==> src/ipal_pkg.sv <==
`timescale 1ns / 1ps
// Shared types and constants for the IPv4 allowlist with expiry.
// Used by ipal_entry_ram, ipal_scan_unit and ip_allowlist_with_expiry_core.
package ipal_pkg;

    localparam int TABLE_ENTRIES = 64;
    localparam int IDX_W         = (TABLE_ENTRIES > 1) ? $clog2(TABLE_ENTRIES) : 1;
    localparam int IP_W          = 32;
    localparam int TIME_W        = 32;
    localparam int EXPIRY_W      = TIME_W + 1;
    localparam int TAG_W         = 16;

    localparam logic [IDX_W-1:0] LAST_IDX = IDX_W'(TABLE_ENTRIES - 1);

    // Request kinds
    localparam logic KIND_ADD    = 1'b0;
    localparam logic KIND_LOOKUP = 1'b1;

    // One table slot as held in the entry memory
    typedef struct packed {
        logic [IP_W-1:0]     address;
        logic [EXPIRY_W-1:0] expiry;
        logic                has_tag;
        logic [TAG_W-1:0]    tag;
    } entry_t;

    // Outcome of one sweep over the table
    typedef struct packed {
        logic             free_found;
        logic [IDX_W-1:0] free_idx;
        logic             match_found;
        logic [IDX_W-1:0] match_idx;
        logic             match_has_tag;
        logic [TAG_W-1:0] match_tag;
    } scan_result_t;

    typedef enum logic [1:0] {
        ST_IDLE,
        ST_SCAN,
        ST_DRAIN,
        ST_COMMIT
    } state_t;

endpackage

==> src/ipal_scan_unit.sv <==
`timescale 1ns / 1ps
// Shared compare unit: ages one slot a cycle and tracks match and free slot.
// Depends on ipal_pkg for the slot layout and the sweep result struct.
module ipal_scan_unit
    import ipal_pkg::*;
(
    input  logic              aclk,
    input  logic              aresetn,
    input  logic              start,
    input  logic              eval_en,
    input  logic [IDX_W-1:0]  eval_idx,
    input  logic              live,
    input  entry_t            entry,
    input  logic [IP_W-1:0]   ip,
    input  logic [TIME_W-1:0] now,
    output logic              expire,
    output scan_result_t      result
);

    scan_result_t result_reg;
    scan_result_t result_next;
    logic         still_live;
    logic         addr_eq;

    // Compare expiry against now and address against the request
    always_comb begin
        expire     = eval_en && live && (entry.expiry <= {1'b0, now});
        still_live = live && !expire;
        addr_eq    = (entry.address == ip);
    end

    // Keep the first live match and the first free slot
    always_comb begin
        result_next = result_reg;
        if (start) begin
            result_next = '0;
        end else if (eval_en) begin
            if (still_live) begin
                if (!result_reg.match_found && addr_eq) begin
                    result_next.match_found   = 1'b1;
                    result_next.match_idx     = eval_idx;
                    result_next.match_has_tag = entry.has_tag;
                    result_next.match_tag     = entry.tag;
                end
            end else if (!result_reg.free_found) begin
                result_next.free_found = 1'b1;
                result_next.free_idx   = eval_idx;
            end
        end
    end

    always_ff @(posedge aclk) begin
        if (!aresetn) begin
            result_reg <= '0;
        end else begin
            result_reg <= result_next;
        end
    end

    assign result = result_reg;

endmodule

==> config.mk <==
export PLATFORM = sky130hd
export DESIGN_NAME = ipal_scan_unit
export DESIGN_NICKNAME = d
export VERILOG_FILES = /design/src/ipal_pkg.sv /design/src/ipal_scan_unit.sv
export SDC_FILE = /design/constraint.sdc
export NUM_CORES = 1
export LEC_CHECK = 0
export ABC_AREA = 1
export BUFFER_PORTS_ARGS = -buffer_cell sky130_fd_sc_hd__buf_2
export CORE_ASPECT_RATIO = 1.75
export CORE_MARGIN = 2
export CORE_UTILIZATION = 48
export CTS_BUF_LIST = sky130_fd_sc_hd__clkbuf_4
export CTS_CLUSTER_DIAMETER = 30
export DETAILED_ROUTE_END_ITERATION = 6
export PLACE_DENSITY = 0.93
export SETUP_SLACK_MARGIN = 0.2
export SLEW_MARGIN = 10
export SYNTH_ARGS = -nofsm -noshare
export SYNTH_HDL_FRONTEND = slang
export SYNTH_SLANG_ARGS = --single-unit
export TNS_END_PERCENT = 100
==> constraint.sdc <==
create_clock -name aclk -period 3.8 [get_ports aclk]
set_input_delay 0.19 -clock aclk [delete_from_list [all_inputs] [get_ports aclk]]
set_output_delay 0.19 -clock aclk [all_outputs]
set_load 0.01 [all_outputs]
==> impl_metrics.ini <==
[power]
pwr-share-clk_pct = 24.3
vdd_ir_drop_max_mv = 0.0938
swShare_pct = 31.6
seqPwrFrac_pct = 42.8
combPwrFrac_pct = 32.9
p_switching_uw = 243
p_leak_uw = 0.00246
p_per_area_nw_per_um2 = 195
intPower_uw = 528

[critical_path]
crit_buf_inv = 3
critPathMostFrequentCell = nand2_1
crit_chain = buf_2, ha_1, nand2_1, nor2_1, nand2_1, nor2_2, nand3_1, nand2_1, nor2_1, nand2_2, nand2_2, nand3_4, inv_1, buf_2
arrival_ns = 1.89
criticalPathCategory = in -> out
cp_data_required_time_ns = 3.61
crit_fanout = 25
slowest_delay_ns = 0.29
crit_slowest_cell = ha_1
crit_family = simple AND/OR/NAND/NOR gates
setup.worst_path.start_class = input port
end_kind = output port

[drt]
drc = 0
routed_wirelength_um = 8430
wl_per_cell_um = 11.1
firstDrtPassIters = 5
via_count = 3517
drt_iter0_markers = 163
viasPerCell = 4.64
drtAntennaViolNets = 0

[clocking]
clkLatencyLatePin_ns = 0.33
clkSinkCount = 31
post_cts_buffers = 0
cts_resized = 0
cts_buffers = 5
clock_path_buffers = 2
clk_pin_slew_worst_paths_ns = 0.10
cts_root_buffer = clkbuf_4
postCtsHoldBufs = 0
cts_tree = done
h-tree-depth = 2

[placement]
gp_congestion = 0.839
dp.final_hpwl_um = 7050
place_area_um2 = 3910
place.port_buffers = 188

[final_layout]
n_fill_cell = 512
nets = 868
final_cell_mix = buf_2, inv_1, nand2_1
drive_gt1_share_pct = 30.6
area_growth_pct = 35.4
largest_reg_flops = 31
antenna_cells = 0
post-route-cell-area_um2 = 3960
final_common_cell = buf_2

[run]
max_cap_violations = 0

[yosys]
syn_area_per_cell_um2 = 5.90
ys_async_sr_fraction_pct = 0
synth_seq_cells = 31
synth_ff_type = dfxtp_1
yosys_warnings = 0
synth_top_area_share_pct = 21.2
ys_types = 27
synth-edff-count = 0
synthTopCellsByArea = dfxtp_1, inv_1, nand2_1
syn_area_um2 = 2920
netlist_instances = 495
seq_area_frac_synth_pct = 21.2
syn_nets = 684
yosysTopAreaCell = dfxtp_1

[timing]
finalCriticalPeriod_ns = 2.08
clock.fmax_ghz = 0.481
hold_violations = 0
maxSlewViolCount = 0
rsz0062_at_grt = false
setup_tns_ns = 0
worst_slew_pin_slew_ns = 1.10
fin_skew_ns = 0.0109
slew_headroom_pct = 26.7
period_share_pct = 54.7
setup_viol = 0

[grt]
grt_use_total_pct = 25.1
antenna_found_initial = 0
grt_pass1_wl_um = 13900
grt-ovfl-total = 0
grt_pass1_vias = 3557
grt_start_max_net_pins = 31

[run_status]
status = finished, final reports clean

[die]
die_h_um = 107
start_util_pct = 49.7
fp-row-count = 37
io_pins = 189
die_area_um2 = 6750
coreArea_um2 = 5880
die_w_um = 63.0

[min_path]
min_path_type = in -> reg
## path summary, 6_finish.rpt
path,start,endpoint,slack [ns],cells after the start
min reg2reg,result[29],result[29],0.49,2
min,eval_idx[3],result[27],0.19,5
max reg2reg,result[23],result[18],2.11,10
max,entry[47],expire,1.72,14
## synthesized netlist by cell type (3+ instances only)
cell and instances:
buf_2 5, ha_1 32, nor2_1 62, a21oi_1 13, o22ai_1 4, nand2_1 123, nand4_1 27, xnor2_1 10
nand3_1 12, inv_1 140, clkbuf_1 3, xor2_1 4, o21ai_0 6, dfxtp_1 31, or2_2 5
## per-stage QoR
stage / cells / hold slack [ns] / worst slack, ns / util [%] / total power [uW]
final: 758 / 0.188 / 1.72 / 67.3 / 771
after global placement: 750 / 0.465 / 1.59 / 66.4 / 578
after CTS: 758 / 0.183 / 1.73 / 67.3 / 774
after detailed placement: 750 / 0.470 / 1.46 / 66.4 / 591
after floorplan: 495 / 0.380 / 2.10 / - / 472
after global routing: 758 / 0.196 / 1.52 / 67.3 / 829
## cells by family after synthesis
group	Yosys count	share of synthesized area, %
AO/OA/AOI/OAI	28	5.35
XOR/XNOR	14	4.19
adder cells (fa/ha/maj)	32	13.7
buffers and inverters	153	20.4
flip-flops	31	21.2
AND/OR/NAND/NOR	237	35.1
## cell type report
| type | count | area, um^2 | area share, % |
|---|---|---|---|
| Multi-Input combinational cell | 311 | 1710 | 43.2 |
| Timing Repair Buffer | 189 | 948 | 24.0 |
| Sequential cell | 31 | 621 | 15.7 |
| Inverter | 141 | 529 | 13.4 |
| Tap cell | 78 | 97.6 | 2.47 |
| Clock buffer | 6 | 45.0 | 1.14 |
| Clock inverter | 2 | 7.51 | 0.190 |
## routing by layer
metal  global-route usage, %  up-vias  wire (um)
li1                        -     1840          -
met1                    24.6     1494       3080
met2                    47.7      147       4450
met3                    5.14       36        543
met4                    13.8        0        357
met5                       0        -          0
## power groups by stage
stage | Combinational (uW) | Sequential [uW] | Clock, uW
2_1_floorplan | 133 | 339 | 0
3_3_place_gp | 241 | 337 | 0
4_1_cts | 255 | 330 | 189
6_report | 254 | 330 | 188
3_5_place_dp | 254 | 337 | 0
5_1_grt | 292 | 331 | 206
## tightest hold or removal path, stage by stage
cell,delay [ns]
buf_2,0.07
inv_1,0.04
nand3_1,0.07
nand2_1,0.05
nor2_1,0.07
No activity file was read; power rests on OpenSTA's default activity.
